--- src/ona_pkg.sv ---
// Shared types, opcodes and bitmap word helpers for the object name allocator.
package ona_pkg;

    localparam int WORD_W  = 16;
    localparam int RES_MAX = 16;

    localparam logic [2:0] OP_GEN    = 3'd0;
    localparam logic [2:0] OP_CLAIM  = 3'd1;
    localparam logic [2:0] OP_QUERY  = 3'd2;
    localparam logic [2:0] OP_DELETE = 3'd3;
    localparam logic [2:0] OP_RESET  = 3'd4;

    typedef struct packed {
        logic [2:0] opcode;
        logic [7:0] req_name;
        logic [4:0] gen_count;
    } t_in;

    typedef struct packed {
        logic [7:0] out_name;
        logic       ok;
        logic       last;
    } t_out;

    typedef struct packed {
        logic       we;
        logic       clr;
        logic [3:0] addr;
        logic       full;
    } t_sum_upd;

    function automatic logic [WORD_W-1:0] f_usable(input logic [3:0] w, input logic [8:0] cap);
        logic [WORD_W-1:0] m;
        logic [7:0]        nm;
        m = '0;
        for (int b = 0; b < WORD_W; b++) begin
            nm   = {w, 4'(b)};
            m[b] = (nm != 8'd0) && ({1'b0, nm} < cap);
        end
        return m;
    endfunction

    function automatic logic [3:0] f_first_zero(input logic [WORD_W-1:0] w);
        logic [3:0] idx;
        idx = '0;
        for (int b = WORD_W - 1; b >= 0; b--) begin
            if (!w[b]) begin
                idx = 4'(b);
            end
        end
        return idx;
    endfunction

endpackage

--- src/ona_ram.sv ---
// Generic simple dual-port RAM with registered read data.
module ona_ram #(
    parameter int WIDTH = 16,
    parameter int DEPTH = 16,
    parameter int AW    = (DEPTH > 1) ? $clog2(DEPTH) : 1
) (
    input  logic             i_clk,
    input  logic             i_we,
    input  logic [AW-1:0]    i_waddr,
    input  logic [WIDTH-1:0] i_wdata,
    input  logic             i_re,
    input  logic [AW-1:0]    i_raddr,
    output logic [WIDTH-1:0] o_rdata
);

    logic [WIDTH-1:0] mem [DEPTH];
    logic [WIDTH-1:0] r_rdata;

    always_ff @(posedge i_clk) begin
        if (i_we) begin
            mem[i_waddr] <= i_wdata;
        end
        if (i_re) begin
            r_rdata <= mem[i_raddr];
        end
    end

    assign o_rdata = r_rdata;

endmodule

--- src/ona_summary.sv ---
// Per-word valid and full flags with a lowest-non-full-word search.
module ona_summary
    import ona_pkg::*;
#(
    parameter int DEPTH = 16,
    parameter int AW    = (DEPTH > 1) ? $clog2(DEPTH) : 1
) (
    input  logic             i_clk,
    input  logic             i_rst_n,
    input  t_sum_upd         i_upd,
    output logic [DEPTH-1:0] o_wvalid,
    output logic             o_any,
    output logic [AW-1:0]    o_first
);

    logic [DEPTH-1:0] r_wvalid;
    logic [DEPTH-1:0] r_full;

    always_ff @(posedge i_clk) begin
        if (!i_rst_n || i_upd.clr) begin
            r_wvalid <= '0;
            r_full   <= '0;
        end else if (i_upd.we) begin
            r_wvalid[i_upd.addr[AW-1:0]] <= 1'b1;
            r_full[i_upd.addr[AW-1:0]]   <= i_upd.full;
        end
    end

    always_comb begin
        o_any   = 1'b0;
        o_first = '0;
        for (int i = DEPTH - 1; i >= 0; i--) begin
            if (!(r_wvalid[i] && r_full[i])) begin
                o_any   = 1'b1;
                o_first = AW'(i);
            end
        end
    end

    assign o_wvalid = r_wvalid;

endmodule

--- src/object_name_allocator.sv ---
// Object name allocator: used bitmap in RAM words with a full-word summary search.
// Generate: an accept step, then per name a search-and-read and a modify-and-write-back step, or
// only a search step once the table is full. Other requests: an accept step, then a response step.
// Beats leave through an output register; a new item is taken while the last beat waits there.
// i_rst_n clears the word valid flags, so every name reads free with no clearing pass.
// Reset-all clears the same flags when it is accepted.
module object_name_allocator
    import ona_pkg::*;
#(
    parameter int NAMES     = 256,
    parameter int BATCH_MAX = 16
) (
    input  logic i_clk,
    input  logic i_rst_n,
    input  logic i_in_valid,
    output logic o_in_stall,
    input  t_in  i_in,
    output logic o_out_valid,
    input  logic i_out_stall,
    output t_out o_out
);

    localparam int CAP   = (NAMES < 256) ? NAMES : 256;
    localparam int DEPTH = (CAP + WORD_W - 1) / WORD_W;
    localparam int AW    = (DEPTH > 1) ? $clog2(DEPTH) : 1;
    localparam int LIM_I = (BATCH_MAX < RES_MAX) ? BATCH_MAX : RES_MAX;
    localparam logic [8:0] CAP_W = 9'(CAP);
    localparam logic [4:0] LIM   = 5'(LIM_I);

    typedef enum logic [4:0] {
        S_IDLE = 5'b00001,
        S_SCAN = 5'b00010,
        S_GMOD = 5'b00100,
        S_NMOD = 5'b01000,
        S_RESP = 5'b10000
    } t_state;

    t_state            r_state, n_state;
    logic [2:0]        r_op, n_op;
    logic [7:0]        r_name, n_name;
    logic              r_ok, n_ok;
    logic [4:0]        r_cnt, n_cnt;
    logic [AW-1:0]     r_widx, n_widx;
    logic              r_rd_valid, n_rd_valid;
    logic              r_out_valid;
    t_out              r_out, n_out;
    logic              load;

    logic              ram_we, ram_re;
    logic [AW-1:0]     ram_raddr;
    logic [WORD_W-1:0] ram_wdata, ram_rdata;
    t_sum_upd          upd;
    logic [DEPTH-1:0]  wvalid;
    logic              sum_any;
    logic [AW-1:0]     sum_first;

    logic              in_acc, slot_free;
    logic [WORD_W-1:0] rword, usable, new_word, bit_sel;
    logic [3:0]        fz;
    logic [AW-1:0]     req_widx;
    logic              req_ok_name;

    ona_ram #(.WIDTH(WORD_W), .DEPTH(DEPTH), .AW(AW)) u_ram (
        .i_clk  (i_clk),
        .i_we   (ram_we),
        .i_waddr(r_widx),
        .i_wdata(ram_wdata),
        .i_re   (ram_re),
        .i_raddr(ram_raddr),
        .o_rdata(ram_rdata)
    );

    ona_summary #(.DEPTH(DEPTH), .AW(AW)) u_summary (
        .i_clk   (i_clk),
        .i_rst_n (i_rst_n),
        .i_upd   (upd),
        .o_wvalid(wvalid),
        .o_any   (sum_any),
        .o_first (sum_first)
    );

    assign o_in_stall  = (r_state != S_IDLE);
    assign in_acc      = i_in_valid && (r_state == S_IDLE);
    assign slot_free   = !r_out_valid || !i_out_stall;
    assign rword       = r_rd_valid ? ram_rdata : '0;
    assign usable      = f_usable(4'(r_widx), CAP_W);
    assign fz          = f_first_zero(rword | ~usable);
    assign req_widx    = AW'(i_in.req_name[7:4]);
    assign req_ok_name = (i_in.req_name != 8'd0) && ({1'b0, i_in.req_name} < CAP_W);

    always_comb begin
        n_state    = r_state;
        n_op       = r_op;
        n_name     = r_name;
        n_ok       = r_ok;
        n_cnt      = r_cnt;
        n_widx     = r_widx;
        n_rd_valid = r_rd_valid;
        n_out      = r_out;
        load       = 1'b0;
        ram_we     = 1'b0;
        ram_re     = 1'b0;
        ram_raddr  = req_widx;
        ram_wdata  = rword;
        new_word   = rword;
        bit_sel    = '0;
        upd        = '0;
        upd.addr   = 4'(r_widx);
        case (r_state)
            S_IDLE: begin
                if (in_acc) begin
                    n_op   = i_in.opcode;
                    n_name = i_in.req_name;
                    case (i_in.opcode)
                        OP_GEN: begin
                            n_cnt = (i_in.gen_count > LIM) ? LIM : i_in.gen_count;
                            if (n_cnt != 5'd0) begin
                                n_state = S_SCAN;
                            end
                        end
                        OP_CLAIM, OP_QUERY, OP_DELETE: begin
                            if (req_ok_name) begin
                                ram_re     = 1'b1;
                                n_widx     = req_widx;
                                n_rd_valid = wvalid[req_widx];
                                n_state    = S_NMOD;
                            end else begin
                                n_ok    = 1'b0;
                                n_state = S_RESP;
                            end
                        end
                        OP_RESET: begin
                            upd.clr = 1'b1;
                            n_name  = 8'd0;
                            n_ok    = 1'b1;
                            n_state = S_RESP;
                        end
                        default: begin
                            n_name  = 8'd0;
                            n_ok    = 1'b0;
                            n_state = S_RESP;
                        end
                    endcase
                end
            end
            S_SCAN: begin
                if (sum_any) begin
                    ram_re     = 1'b1;
                    ram_raddr  = sum_first;
                    n_widx     = sum_first;
                    n_rd_valid = wvalid[sum_first];
                    n_state    = S_GMOD;
                end else if (slot_free) begin
                    load       = 1'b1;
                    n_out      = '{out_name: 8'd0, ok: 1'b0, last: (r_cnt == 5'd1)};
                    n_cnt      = r_cnt - 5'd1;
                    if (r_cnt == 5'd1) begin
                        n_state = S_IDLE;
                    end
                end
            end
            S_GMOD: begin
                bit_sel  = WORD_W'(1) << fz;
                new_word = rword | bit_sel;
                if (slot_free) begin
                    ram_we    = 1'b1;
                    ram_wdata = new_word;
                    upd.we    = 1'b1;
                    upd.full  = &(new_word | ~usable);
                    load      = 1'b1;
                    n_out     = '{out_name: {4'(r_widx), fz}, ok: 1'b1,
                                  last: (r_cnt == 5'd1)};
                    n_cnt     = r_cnt - 5'd1;
                    n_state   = (r_cnt == 5'd1) ? S_IDLE : S_SCAN;
                end
            end
            S_NMOD: begin
                bit_sel = WORD_W'(1) << r_name[3:0];
                case (r_op)
                    OP_CLAIM: begin
                        n_ok     = !rword[r_name[3:0]];
                        new_word = rword | bit_sel;
                    end
                    OP_DELETE: begin
                        n_ok     = rword[r_name[3:0]];
                        new_word = rword & ~bit_sel;
                    end
                    default: begin
                        n_ok     = rword[r_name[3:0]];
                    end
                endcase
                if (slot_free) begin
                    ram_we    = n_ok && (r_op != OP_QUERY);
                    ram_wdata = new_word;
                    upd.we    = ram_we;
                    upd.full  = &(new_word | ~usable);
                    load      = 1'b1;
                    n_out     = '{out_name: r_name, ok: n_ok, last: 1'b1};
                    n_state   = S_IDLE;
                end
            end
            S_RESP: begin
                if (slot_free) begin
                    load    = 1'b1;
                    n_out   = '{out_name: r_name, ok: r_ok, last: 1'b1};
                    n_state = S_IDLE;
                end
            end
            default: begin
                n_state = S_IDLE;
            end
        endcase
    end

    always_ff @(posedge i_clk) begin
        if (!i_rst_n) begin
            r_state     <= S_IDLE;
            r_out_valid <= 1'b0;
        end else begin
            r_state <= n_state;
            if (load) begin
                r_out_valid <= 1'b1;
            end else if (!i_out_stall) begin
                r_out_valid <= 1'b0;
            end
        end
    end

    always_ff @(posedge i_clk) begin
        r_op       <= n_op;
        r_name     <= n_name;
        r_ok       <= n_ok;
        r_cnt      <= n_cnt;
        r_widx     <= n_widx;
        r_rd_valid <= n_rd_valid;
        r_out      <= n_out;
    end

    assign o_out_valid = r_out_valid;
    assign o_out       = r_out;

endmodule

--- config.mk ---
export PLATFORM = sky130hd
export DESIGN_NAME = object_name_allocator
export DESIGN_NICKNAME = d
export VERILOG_FILES = /design/src/ona_pkg.sv /design/src/ona_ram.sv /design/src/ona_summary.sv /design/src/object_name_allocator.sv
export SDC_FILE = /design/constraint.sdc
export NUM_CORES = 1
export LEC_CHECK = 0
export ABC_CLOCK_PERIOD_IN_PS = 11800
export BUFFER_PORTS_ARGS = -buffer_cell sky130_fd_sc_hd__buf_2
export CAP_MARGIN = 20
export CORE_ASPECT_RATIO = 0.9
export CORE_MARGIN = 5
export CORE_UTILIZATION = 45
export DETAILED_ROUTE_END_ITERATION = 10
export GPL_TIMING_DRIVEN = 0
export HOLD_SLACK_MARGIN = 0.05
export SLEW_MARGIN = 25
export SYNTH_ARGS = -nofsm -noshare
export SYNTH_HDL_FRONTEND = slang
export SYNTH_HIERARCHICAL = 1
export SYNTH_SLANG_ARGS = --single-unit
--- constraint.sdc ---
create_clock -name i_clk -period 11.8 [get_ports i_clk]
set_input_delay 2.36 -clock i_clk [delete_from_list [all_inputs] [get_ports i_clk]]
set_output_delay 2.36 -clock i_clk [all_outputs]
set_load 0.1 [all_outputs]
==> results of run 1 <==
[layer usage]
layer,vias to the layer above,track usage [%],routed length (um)
met5,-,0,0
met4,0,5.36,904
met3,66,4.81,3460
met2,416,32.0,17800
met1,4968,30.0,17100
li1,4436,-,-
[cells in the mapped netlist, types with 3 or more instances]
| cell type | number |
|---|---|
| sky130_fd_sc_hd__nor4_1 | 4 |
| sky130_fd_sc_hd__o2111ai_1 | 3 |
| sky130_fd_sc_hd__nand3b_1 | 12 |
| sky130_fd_sc_hd__and3_1 | 7 |
| sky130_fd_sc_hd__dfxtp_1 | 38 |
| sky130_fd_sc_hd__nand2_1 | 115 |
| sky130_fd_sc_hd__a21boi_1 | 3 |
| sky130_fd_sc_hd__nand4_1 | 12 |
| sky130_fd_sc_hd__nand3_1 | 20 |
| sky130_fd_sc_hd__a211oi_1 | 5 |
| sky130_fd_sc_hd__o21ai_0 | 42 |
| sky130_fd_sc_hd__o211ai_1 | 6 |
| sky130_fd_sc_hd__nor2_1 | 99 |
| sky130_fd_sc_hd__and2_1 | 10 |
| sky130_fd_sc_hd__a311oi_1 | 4 |
| sky130_fd_sc_hd__inv_1 | 10 |
| sky130_fd_sc_hd__o21ai_1 | 4 |
| sky130_fd_sc_hd__buf_2 | 11 |
| sky130_fd_sc_hd__nor2b_1 | 17 |
| sky130_fd_sc_hd__mux2_2 | 5 |
| sky130_fd_sc_hd__mux4_1 | 10 |
| sky130_fd_sc_hd__buf_4 | 5 |
| sky130_fd_sc_hd__or2_2 | 6 |
| sky130_fd_sc_hd__edfxtp_1 | 304 |
| sky130_fd_sc_hd__xnor2_1 | 4 |
| sky130_fd_sc_hd__a22o_1 | 7 |
| sky130_fd_sc_hd__a22oi_1 | 34 |
| sky130_fd_sc_hd__nor3_1 | 20 |
| sky130_fd_sc_hd__or3_1 | 7 |
| sky130_fd_sc_hd__a31oi_1 | 8 |
| sky130_fd_sc_hd__buf_6 | 7 |
| sky130_fd_sc_hd__and4_1 | 4 |
| sky130_fd_sc_hd__o32ai_1 | 6 |
| sky130_fd_sc_hd__buf_1 | 4 |
| sky130_fd_sc_hd__nand2b_1 | 10 |
| sky130_fd_sc_hd__mux2i_1 | 13 |
| sky130_fd_sc_hd__a21oi_1 | 46 |
| sky130_fd_sc_hd__clkbuf_1 | 35 |
| sky130_fd_sc_hd__o22ai_1 | 5 |
| sky130_fd_sc_hd__mux4_2 | 67 |
[report_power, final]
| part | switching [mW] | internal, mW | total [mW] | leakage [nW] |
|---|---|---|---|---|
| Sequential | 0.0152 | 1.34 | 1.35 | 3.11 |
| Clock | 0.475 | 0.724 | 1.20 | 0.605 |
| Combinational | 0.142 | 0.0703 | 0.212 | 2.10 |
| Total | 0.633 | 2.13 | 2.77 | 5.81 |
[critical path, stage by stage, from the launching register on]
cell	delay [ns]
sky130_fd_sc_hd__dfxtp_1	0.30
sky130_fd_sc_hd__clkbuf_1	0.17
sky130_fd_sc_hd__or3_1	0.43
sky130_fd_sc_hd__nor3b_1	0.58
sky130_fd_sc_hd__inv_1	0.09
sky130_fd_sc_hd__buf_2	0.31
[through the flow]
stage | cell area [um2] | hold WS (ns)
floorplan | 15400 | 0.454
global route | 17700 | 0.498
finish | 17700 | 0.487
detailed placement | 16500 | 0.474
CTS | 17700 | 0.484
global placement | 16100 | 0.468
[kinds of logic after synthesis]
| family | after synthesis | synth area share [%] |
|---|---|---|
| flip-flops | 342 | 64.1 |
| adder cells (fa/ha/maj) | 2 | 0.162 |
| XOR/XNOR | 5 | 0.284 |
| AO/OA/AOI/OAI | 204 | 8.93 |
| AND/OR/NAND/NOR | 362 | 11.5 |
| buffers and inverters | 72 | 2.30 |
| multiplexers | 95 | 12.7 |
[worst max-delay path by stage]
| stage | end | slack, ns | cells past startpoint |
|---|---|---|---|
| after CTS | o_in_stall | 7.01 | 5 |
| after global routing | o_in_stall | 6.82 | 5 |
| final | o_in_stall | 7.02 | 5 |
| after global placement | u_ram/mem[0][10] | 4.82 | 6 |
| after detailed placement | u_ram/mem[8][13] | 6.57 | 8 |
| after floorplan | u_ram/mem[0][0] | 6.68 | 5 |
[cell type report]
type / count / area [um2]
fill: 2862 / 16200
tap: 462 / 578
inverter: 10 / 37.5
timing repair buffer: 51 / 357
clock buffer: 41 / 920
sequential: 342 / 9890
clock inverter: 22 / 349
multi-input combinational: 668 / 5300
buffer: 62 / 318
[registers in the layout, indices dropped and copies added, names as in the netlist]
signal and cells:
o_out 10, o_out_valid 1, r_cnt 5, r_name 8, r_ok 1, r_op 3, r_rd_valid 1, r_state 5
r_widx 4, u_ram/mem 256, u_ram/o_rdata 16, u_summary/o_wvalid 16, u_summary/r_full 16
==> parameters.txt, run 1 <==
Parameter                              Value

Timing
  Clock tree skew after final layout    between 0.02 and 0.025 ns
  Final hold violations    0
  Number of pins exceeding their max-slew limit in the final report    0
  Final worst setup slack    about 7 ns
  Worst slew slack as a fraction of its limit    about a quarter
  Unrepaired setup endpoints after global routing    false
  Final setup viols    0
  Minimum period implied by the final worst setup slack    between 4 and 5 ns
  Transition at the pin with the smallest max-transition slack    ~1.1 ns
  Final setup TNS    0 ns
  Final clock period utilization by the worst path    40.5%
  Max Freq    ~210 MHz

CTS
  CTS Hold Buffers Added    0
  Cell chosen for the clock root    sky130_fd_sc_hd__clkbuf_16
  Clk Latency, worst-skew pair    between 0.5 and 0.6 ns
  TritonCTS clock tree    yes
  Post CTS Setup Buffer Count    0
  Clock-pin transition on the worst setup and hold timing paths    0.06 ns
  Clock sinks    roughly 340
  CTS H-tree lvls    2
  Number of buffers created by CTS    36
  Number of buffers between clock root and the deepest sink    3
  Resize count post-CTS    0

Global routing
  Total global-route track usage    between 20% and 30%
  Wire length of the first global-routing pass    between 50 and 60 mm
  Initial antenna violation count    1
  Number of global-route vias before repair    9566
  Maximum number of pins on one net before global-route repair    17
  Overflow after GRT    0

Critical path
  Category of the worst setup path launch point    register
  Crit path max fanout    6
  Class of the most critical setup path    register to output port
  Required @ worst endpoint    9.44 ns
  Worst setup startpoint    r_state[4]
  Setup crit end kind    output port
  R2r startpoint    r_widx[2]
  Register-to-register path setup slack    just over 7 ns
  Worst Path Arrival    2.42 ns
  Number of cell instances on the worst register-to-register path    10
  Capturing point of the worst reg2reg path    u_summary/r_full[5]

Detailed routing
  Number of antenna-violating nets in the routed design    0
  Number of design-rule violations left by the first detailed-router iteration    between 800 and 900
  Number of vias per cell    a little under 6
  First-pass detailed-route iteration total    5
  Drt wl/cell    23.7 um
  Via Count    between 9000 and 10000
  Routed wire length    roughly 39 mm
  Post-route DRC    0

Floorplanning
  Width of the chip    205 um
  Initial Utilization    45.4%
  IO Pins    32
  Area of the placeable core    0.0340 mm2
  Die Height    186 um
  Standard-cell row count    64
  Die area    roughly 0.038 mm2

Logic synthesis
  Largest cells by area after synthesis    sky130_fd_sc_hd__edfxtp_1 59%, sky130_fd_sc_hd__mux4_2 9.8%, sky130_fd_sc_hd__dfxtp_1 4.9%, sky130_fd_sc_hd__nand2_1 2.8%, sky130_fd_sc_hd__nor2_1 2.4%
  Synthesized area    roughly 0.015 mm2
  Mean Syn Cell Area    14.3 um2
  Share of the synthesized area in the top cell type    59.2%
  Yosys cell types    just over 80
  Synthesized instance count    approximately 1100
  Number of warning messages in the yosys log    6
  Sequential element share of the synthesized area    about 64%
  Number of enable flip-flop cells after synthesis    304
  Total nets after synthesis    roughly 1100
  Largest area contributor in the netlist    sky130_fd_sc_hd__edfxtp_1
  Synth Register Bits    342
  Fraction of synthesis flops using an asynchronous set or reset pin    0%
  Prevailing post-synth register cell    sky130_fd_sc_hd__edfxtp_1

Finish
  Post-route insts no fill    roughly 1700
  Most common cell after layout, fill and taps aside    sky130_fd_sc_hd__edfxtp_1
  Share of post-route cells with drive strength above 1    a little over a fifth
  Highest-count cells in the layout ignoring fill and taps    304 x sky130_fd_sc_hd__edfxtp_1, 115 x sky130_fd_sc_hd__nand2_1, 85 x sky130_fd_sc_hd__nor2_1
  Relative area change from synthesis to final layout    15.1%
  Final Util    approximately 52%
  Ant. Diodes    0
  Number of nets in the layout    1193

Flow run
  Max_cap viols    0

Placed design
  Routability cong.    around 0.93
  Cell count after placement    1595
  Number of port buffers    29
  Detailed-placement wirelength estimate    around 28 mm
  Setup WS pre-CTS    approximately 6.6 ns

Pwr
  Peak VDD IR    0.000121 V
  Cell leakage power    between 5 and 6 nW
  Post-layout total power    around 2.8 mW
  Pwr/cell area    156 mW/mm2

Worst hold path
  HP Start    u_summary/r_full[13]
  Number of cells traversed by the worst hold path    2
  Hold Path Sink    u_summary/r_full[13]
  Worst hold path class    register to register

Outcome
  Run status    complete, no violations
No activity file was read; power rests on OpenSTA's default activity.
==> inputs of run 2 (changes only) <==
ABC_AREA = 1   (was unset)
ABC_CLOCK_PERIOD_IN_PS = 4500   (was 11800)
clock period = 4.5 ns   (was 11.8 ns; I/O delays follow)
==> run 2 against run 1 <==
Non-clock buffer count up 18. Count of clock-buffer cells in the layout rose by 12. Hold slack got worse by 0.025 ns. Global-route usage is 2.6 points higher. Synthesized cell count is 71% higher. Total power grew to 2.9 times the previous value. Sequential power rose to 2.8 times the previous value. Combinational power grew to 6.7 times the previous value. Largest power group unchanged. Highest routed layer unchanged.
==> parameters.txt, run 2 <==
Parameter                              Value

Finish
  Most flop-heavy register    u_ram/mem
  Relative area change from synthesis to final layout    14.1%
  Number of nets in the layout    1970 (+65%)
  Share of post-route cells with drive strength above 1    11.6% (-9.5 points)
  Final Util    52.2% (-0.055 points)
  Post-route insts no fill    2448 (+48%)
  Flip-flop count of the largest register after layout    256 (unchanged)
  Finished layout cell area    0.0189 mm2 (+6.7%)
  Highest-count cells in the layout ignoring fill and taps    534 x sky130_fd_sc_hd__nand2_1, 304 x sky130_fd_sc_hd__edfxtp_1, 281 x sky130_fd_sc_hd__inv_1
  Most common cell after layout, fill and taps aside    sky130_fd_sc_hd__nand2_1

Logic synthesis
  Largest cells by area after synthesis    sky130_fd_sc_hd__edfxtp_1 55%, sky130_fd_sc_hd__nand2_1 12%, sky130_fd_sc_hd__nand3_1 6.4%, sky130_fd_sc_hd__inv_1 6.4%, sky130_fd_sc_hd__dfxtp_1 4.6%
  Synthesized instance count    1849 (+71%)
  Number of warning messages in the yosys log    6 (unchanged)
  Synth Register Bits    342 (unchanged)
  Fraction of synthesis flops using an asynchronous set or reset pin    0% (unchanged)
  Synthesized area    0.0166 mm2 (+7.6%)
  Mean Syn Cell Area    8.97 um2 (-37%)
  Top-count cell post-synth    sky130_fd_sc_hd__nand2_1
  Share of the synthesized area in the top cell type    55.0% (-4.2 points)
  Top cell types by occurrence after synthesis    534 x sky130_fd_sc_hd__nand2_1, 304 x sky130_fd_sc_hd__edfxtp_1, 281 x sky130_fd_sc_hd__inv_1, 212 x sky130_fd_sc_hd__nand3_1, 140 x sky130_fd_sc_hd__nor2_1
  Number of enable flip-flop cells after synthesis    304 (unchanged)
  Total nets after synthesis    1871 (+69%)
  Largest area contributor in the netlist    sky130_fd_sc_hd__edfxtp_1
  Yosys cell types    52 (-36%)
  Sequential element share of the synthesized area    59.6% (-4.5 points)
  Prevailing post-synth register cell    sky130_fd_sc_hd__edfxtp_1

Detailed routing
  Post-route DRC    0 (unchanged)
  First-pass detailed-route iteration total    5 (unchanged)
  Number of design-rule violations left by the first detailed-router iteration    1234 (+39%)
  Drt wl/cell    19.5 um (-18%)
  Number of vias per cell    5.31 (-11%)
  Routed wire length    47.7 mm (+21%)
  Via Count    13000 (+32%)
  Number of antenna-violating nets in the routed design    0 (unchanged)

Flow run
  Max_cap viols    0 (unchanged)

Timing
  Final hold violations    0 (unchanged)
  Transition at the pin with the smallest max-transition slack    0.885 ns (-0.227 ns)
  Final setup TNS    0 ns (unchanged)
  Minimum period implied by the final worst setup slack    around 4.0 ns
  Max Freq    around 250 MHz
  Final setup viols    0 (unchanged)
  Final worst setup slack    0.538 ns (-6.48 ns)
  Worst hold slack across all endpoints    0.461 ns (-0.0252 ns)
  Unrepaired setup endpoints after global routing    false
  Number of pins exceeding their max-slew limit in the final report    0 (unchanged)
  Clock tree skew after final layout    0.0213 ns (-0.00321 ns)
  Final clock period utilization by the worst path    between 80% and 90%
  Worst slew slack as a fraction of its limit    41.0% (+16 points)

Critical path
  Capturing point of the worst reg2reg path    u_ram/mem[7][11]
  Worst setup path endpoint    u_ram/mem[7][11]
  Worst Path Arrival    4.19 ns (+1.77 ns)
  Setup crit end kind    register
  Worst setup startpoint    r_rd_valid
  R2r startpoint    r_rd_valid
  Required @ worst endpoint    4.73 ns (-4.71 ns)
  Class of the most critical setup path    register to register
  Category of the worst setup path launch point    register
  Register-to-register path setup slack    0.54 ns (-6.57 ns)
  Number of cell instances on the worst register-to-register path    13 (+3)
  Crit path max fanout    10 (+4)

CTS
  CTS H-tree lvls    2 (unchanged)
  Post CTS Setup Buffer Count    0 (unchanged)
  Number of buffers between clock root and the deepest sink    3 (unchanged)
  TritonCTS clock tree    yes
  CTS Hold Buffers Added    0 (unchanged)
  Clock-pin transition on the worst setup and hold timing paths    0.06 ns (about the same)
  Resize count post-CTS    0 (unchanged)
  Clk Latency, worst-skew pair    0.53 ns (about the same)
  Number of buffers created by CTS    38 (+5.6%)
  Cell chosen for the clock root    sky130_fd_sc_hd__clkbuf_16
  Clock sinks    342 (unchanged)

Placed design
  Cell count after placement    2384 (+49%)
  Detailed-placement wirelength estimate    34.8 mm (+25%)
  Routability cong.    0.904 (-2.9%)
  Setup WS pre-CTS    0.579 ns (-5.99 ns)
  Number of port buffers    31 (+6.9%)
  Total placed instance area    0.0178 mm2 (+8.1%)

Floorplanning
  Width of the chip    212 um (+3.5%)
  Die area    0.0408 mm2 (+7.2%)
  Area of the placeable core    0.0363 mm2 (+6.8%)
  Standard-cell row count    66 (+3.1%)
  Initial Utilization    45.8% (+0.35 points)
  Die Height    192 um (+3.5%)
  IO Pins    32 (unchanged)

Global routing
  Maximum number of pins on one net before global-route repair    17 (unchanged)
  Initial antenna violation count    0 (-1)
  Total global-route track usage    23.3% (+2.6 points)
  Overflow after GRT    0 (unchanged)
  Wire length of the first global-routing pass    72.0 mm (+21%)
  Number of global-route vias before repair    12100 (+27%)

Worst hold path
  Worst hold path class    register to register

Pwr
  Pwr/cell area    421 mW/mm2 (+170%)
  Cell leakage power    7.98 nW (+37%)
  Peak VDD IR    0.000341 V (+180%)
  Post-layout total power    7.98 mW (+190%)

Outcome
  Run status    complete, no violations
==> run 2: changes by cell type after synthesis, moves of 13 or more <==
cell and change:
sky130_fd_sc_hd__nor3_1 -15, sky130_fd_sc_hd__mux2i_1 -13, sky130_fd_sc_hd__nor2b_1 -17, sky130_fd_sc_hd__inv_1 +271
sky130_fd_sc_hd__inv_2 +16, sky130_fd_sc_hd__nor2_1 +41, sky130_fd_sc_hd__nand3_1 +192, sky130_fd_sc_hd__mux4_2 -67
sky130_fd_sc_hd__o21ai_0 +31, sky130_fd_sc_hd__buf_4 +14, sky130_fd_sc_hd__a22oi_1 -24, sky130_fd_sc_hd__nand2_1 +419
==> run 2: worst max-delay path: stages, from the launching register on <==
cell and delay [ns]:
sky130_fd_sc_hd__edfxtp_1 0.37, sky130_fd_sc_hd__buf_6 0.17, sky130_fd_sc_hd__buf_8 0.16, sky130_fd_sc_hd__nand2_1 0.12
sky130_fd_sc_hd__inv_1 0.17, sky130_fd_sc_hd__nor2_1 0.05, sky130_fd_sc_hd__o311ai_0 0.42, sky130_fd_sc_hd__a21oi_1 0.11
sky130_fd_sc_hd__nand3b_1 0.24, sky130_fd_sc_hd__a31oi_1 0.37, sky130_fd_sc_hd__o21a_1 0.38, sky130_fd_sc_hd__nand3_1 0.31
sky130_fd_sc_hd__nor2_2 0.54, sky130_fd_sc_hd__buf_6 0.24
==> run 2: how the worst min path moves through the flow <==
stage	cells after the start	endpoint	startpoint
2_1_floorplan	2	u_summary/r_full[12]	u_summary/r_full[12]
3_3_place_gp	2	u_summary/r_full[0]	u_summary/r_full[0]
3_5_place_dp	2	u_summary/r_full[0]	u_summary/r_full[0]
4_1_cts	2	u_summary/r_full[0]	u_summary/r_full[0]
5_1_grt	2	u_summary/r_full[0]	u_summary/r_full[0]
6_report	2	u_summary/r_full[0]	u_summary/r_full[0]
==> run 2: routing by layer <==
| layer | global-route usage [%] | up-vias | share of wire (%) |
|---|---|---|---|
| met5 | 0 | - | 0 |
| met4 | 5.91 | 0 | 2.6 |
| met3 | 5.62 | 84 | 9.2 |
| met2 | 36.1 | 478 | 45 |
| met1 | 33.2 | 6157 | 44 |
| li1 | - | 6288 | - |
==> run 2: cell type report <==
cell class,instances,area (um2)
Timing Repair Buffer,59,493
Tap cell,476,596
Buffer,72,407
Antenna cell,1,2.50
Clock inverter,10,61.3
Sequential cell,342,9890
Clock buffer,53,1040
Multi-Input combinational cell,1134,5310
Inverter,301,1130
Fill cell,3338,17300
==> run 2: logic make-up (layout without fill, tap and decap cells) <==
family          after synthesis  count (layout)  synth area share, %
compound gates              194             194                 6.82
flops                       342             342                 59.6
other cells                   0               1                    0
fa+ha+maj                     2               2                0.151
buf+inv                     373             495                 9.26
simple gates                935             935                 24.0
xor+xnor                      3               3                0.158
==> run 2: where the power goes <==
part	leakage, nW	internal (mW)	switching, mW
Combinational	4.36	0.354	1.08
Clock	0.545	1.61	1.21
Sequential	3.08	3.65	0.0778
Total	7.98	5.61	2.36
==> inputs of run 3 (changes only) <==
CORE_UTILIZATION = 50   (was 45)
PLACE_DENSITY = 0.66   (was unset)
==> run 3 against run 2 <==
Critical path depth unchanged. Core utilization increased by 5.3 points. Critical endpoint is now u_ram/mem[13][0]. Cell area is 0.14% lower. Sequential power is essentially flat. Highest routed layer unchanged. Largest power group unchanged.
==> parameters.txt, run 3 (same netlist as run 2, synthesis figures left out) <==
Parameter                              Value

Outcome
  Run status    complete, no violations

Timing
  Transition at the pin with the smallest max-transition slack    0.835 ns (-0.0499 ns)
  Final clock period utilization by the worst path    89.1% (+1.1 points)
  Max Freq    249 MHz (-1.2%)
  Worst hold slack across all endpoints    0.460 ns (-0.00178 ns)
  Clock tree skew after final layout    0.0255 ns (+0.00416 ns)
  Final setup viols    0 (unchanged)
  Number of pins exceeding their max-slew limit in the final report    0 (unchanged)
  Worst slew slack as a fraction of its limit    44.3% (+3.3 points)
  Minimum period implied by the final worst setup slack    4.01 ns (+0.0481 ns)
  Final hold violations    0 (unchanged)
  Unrepaired setup endpoints after global routing    false

Critical path
  Crit path max fanout    10 (unchanged)
  Setup crit end kind    register
  Worst setup path endpoint    u_ram/mem[13][0]
  Register-to-register path setup slack    0.49 ns (-0.05 ns)
  Worst Path Arrival    4.25 ns (+0.06 ns)
  Class of the most critical setup path    register to register
  Required @ worst endpoint    4.74 ns (about the same)
  Worst setup startpoint    r_rd_valid
  Number of cell instances on the worst register-to-register path    13 (unchanged)
  Category of the worst setup path launch point    register
  R2r startpoint    r_rd_valid
  Capturing point of the worst reg2reg path    u_ram/mem[13][0]

Floorplanning
  Initial Utilization    50.5% (+4.7 points)
  Die area    0.0369 mm2 (-9.5%)
  Standard-cell row count    63 (-4.5%)
  Width of the chip    202 um (-4.9%)
  Die Height    183 um (-4.9%)
  IO Pins    32 (unchanged)
  Area of the placeable core    0.0329 mm2 (-9.3%)

CTS
  Cell chosen for the clock root    sky130_fd_sc_hd__clkbuf_16
  CTS H-tree lvls    2 (unchanged)
  Resize count post-CTS    0 (unchanged)
  CTS Hold Buffers Added    0 (unchanged)
  TritonCTS clock tree    yes
  Number of buffers created by CTS    38 (unchanged)
  Clock sinks    342 (unchanged)
  Clock-pin transition on the worst setup and hold timing paths    0.06 ns (about the same)
  Number of buffers between clock root and the deepest sink    3 (unchanged)
  Clk Latency, worst-skew pair    0.55 ns (+0.02 ns)
  Post CTS Setup Buffer Count    0 (unchanged)

Flow run
  Max_cap viols    0 (unchanged)

Finish
  Highest-count cells in the layout ignoring fill and taps    534 x sky130_fd_sc_hd__nand2_1, 304 x sky130_fd_sc_hd__edfxtp_1, 281 x sky130_fd_sc_hd__inv_1
  Filler Cell Count    2842 (-15%)
  Share of post-route cells with drive strength above 1    11.6% (about the same)
  Flip-flop count of the largest register after layout    256 (unchanged)
  Finished layout cell area    0.0189 mm2 (-0.14%)
  Most flop-heavy register    u_ram/mem
  Most common cell after layout, fill and taps aside    sky130_fd_sc_hd__nand2_1
  Relative area change from synthesis to final layout    14.0%
  Number of nets in the layout    1974 (+0.20%)
  Ant. Diodes    0 (-1)

Pwr
  Peak VDD IR    0.000327 V (-4.1%)
  Pwr/cell area    423 mW/mm2 (+0.32%)
  Cell leakage power    8.00 nW (+0.28%)

Detailed routing
  Number of design-rule violations left by the first detailed-router iteration    1427 (+16%)
  First-pass detailed-route iteration total    5 (unchanged)
  Routed wire length    46.7 mm (-2.0%)
  Number of vias per cell    5.45 (+2.7%)
  Post-route DRC    0 (unchanged)
  Via Count    13100 (+0.65%)
  Drt wl/cell    19.5 um (about the same)
  Number of antenna-violating nets in the routed design    0 (unchanged)

Worst hold path
  Worst hold path class    register to register

Global routing
  Overflow after GRT    0 (unchanged)
  Total global-route track usage    25.1% (+1.8 points)
  Maximum number of pins on one net before global-route repair    17 (unchanged)
  Number of global-route vias before repair    12500 (+3.5%)
  Wire length of the first global-routing pass    71.7 mm (-0.47%)
  Initial antenna violation count    1 (+1)

Placed design
  Detailed-placement wirelength estimate    34.0 mm (-2.3%)
  Total placed instance area    0.0178 mm2 (-0.20%)
  Number of port buffers    31 (unchanged)
  Routability cong.    0.941 (+4.1%)
==> run 3: critical path, stage by stage, from the launching register on <==
cell and delay, ns:
sky130_fd_sc_hd__edfxtp_1 0.41, sky130_fd_sc_hd__buf_6 0.18, sky130_fd_sc_hd__buf_8 0.15, sky130_fd_sc_hd__nand2_1 0.26, sky130_fd_sc_hd__inv_1 0.17, sky130_fd_sc_hd__o2111ai_1 0.23, sky130_fd_sc_hd__o311ai_0 0.19, sky130_fd_sc_hd__nand3_1 0.11
sky130_fd_sc_hd__nand3b_1 0.15, sky130_fd_sc_hd__a31oi_1 0.38, sky130_fd_sc_hd__o21a_1 0.38, sky130_fd_sc_hd__nand2_1 0.27, sky130_fd_sc_hd__nor2_2 0.60, sky130_fd_sc_hd__buf_6 0.24
==> run 3: worst min path at each step <==
stage	startpoint	end	slack, ns	depth (start not counted)
finish	u_summary/r_full[0]	u_summary/r_full[0]	0.46	2
CTS	u_summary/r_full[0]	u_summary/r_full[0]	0.46	2
global route	u_summary/r_full[0]	u_summary/r_full[0]	0.49	2
floorplan	u_summary/r_full[12]	u_summary/r_full[12]	0.44	2
detailed placement	u_summary/r_full[0]	u_summary/r_full[0]	0.45	2
global placement	u_summary/r_full[12]	u_summary/r_full[12]	0.45	2
==> run 3: final cells by class <==
type	count	area, um2	area share, %
repair buffers	63	534	2.83
plain buffers	72	407	2.15
inverters	301	1130	5.98
clock inverters	15	110	0.582
multi-input cells	1134	5300	28.1
well taps	422	528	2.79
clock buffers	51	1000	5.31
flip-flops and latches	342	9890	52.3
==> run 3: per-stage QoR <==
step / utilization (%) / TNS (ns) / total power [mW] / setup WS (ns) / std cells
finish: 57.5 / 0 / 7.99 / 0.490 / 2400
global route: 57.5 / 0 / 8.31 / 0.205 / 2400
CTS: 57.5 / 0 / 8.01 / 0.533 / 2400
detailed placement: 54.1 / 0 / 5.19 / 0.569 / 2334
global placement: 52.6 / -1.98 / 5.11 / -0.0834 / 2302
floorplan: - / 0 / 4.68 / 0.943 / 1849
==> run 3: power by group <==
part / switching [mW] / internal, mW
combinational: 1.07 / 0.358
clock: 1.21 / 1.62
sequential: 0.0768 / 3.65
==> run 3: routing by layer <==
layer / vias to the layer above / global-route usage (%) / part of all wire [%]
met2: 556 / 39.2 / 44
met1: 6155 / 35.3 / 43
met3: 100 / 5.91 / 9.6
li1: 6280 / - / -
met5: - / 0 / 0
met4: 0 / 7.90 / 3.2
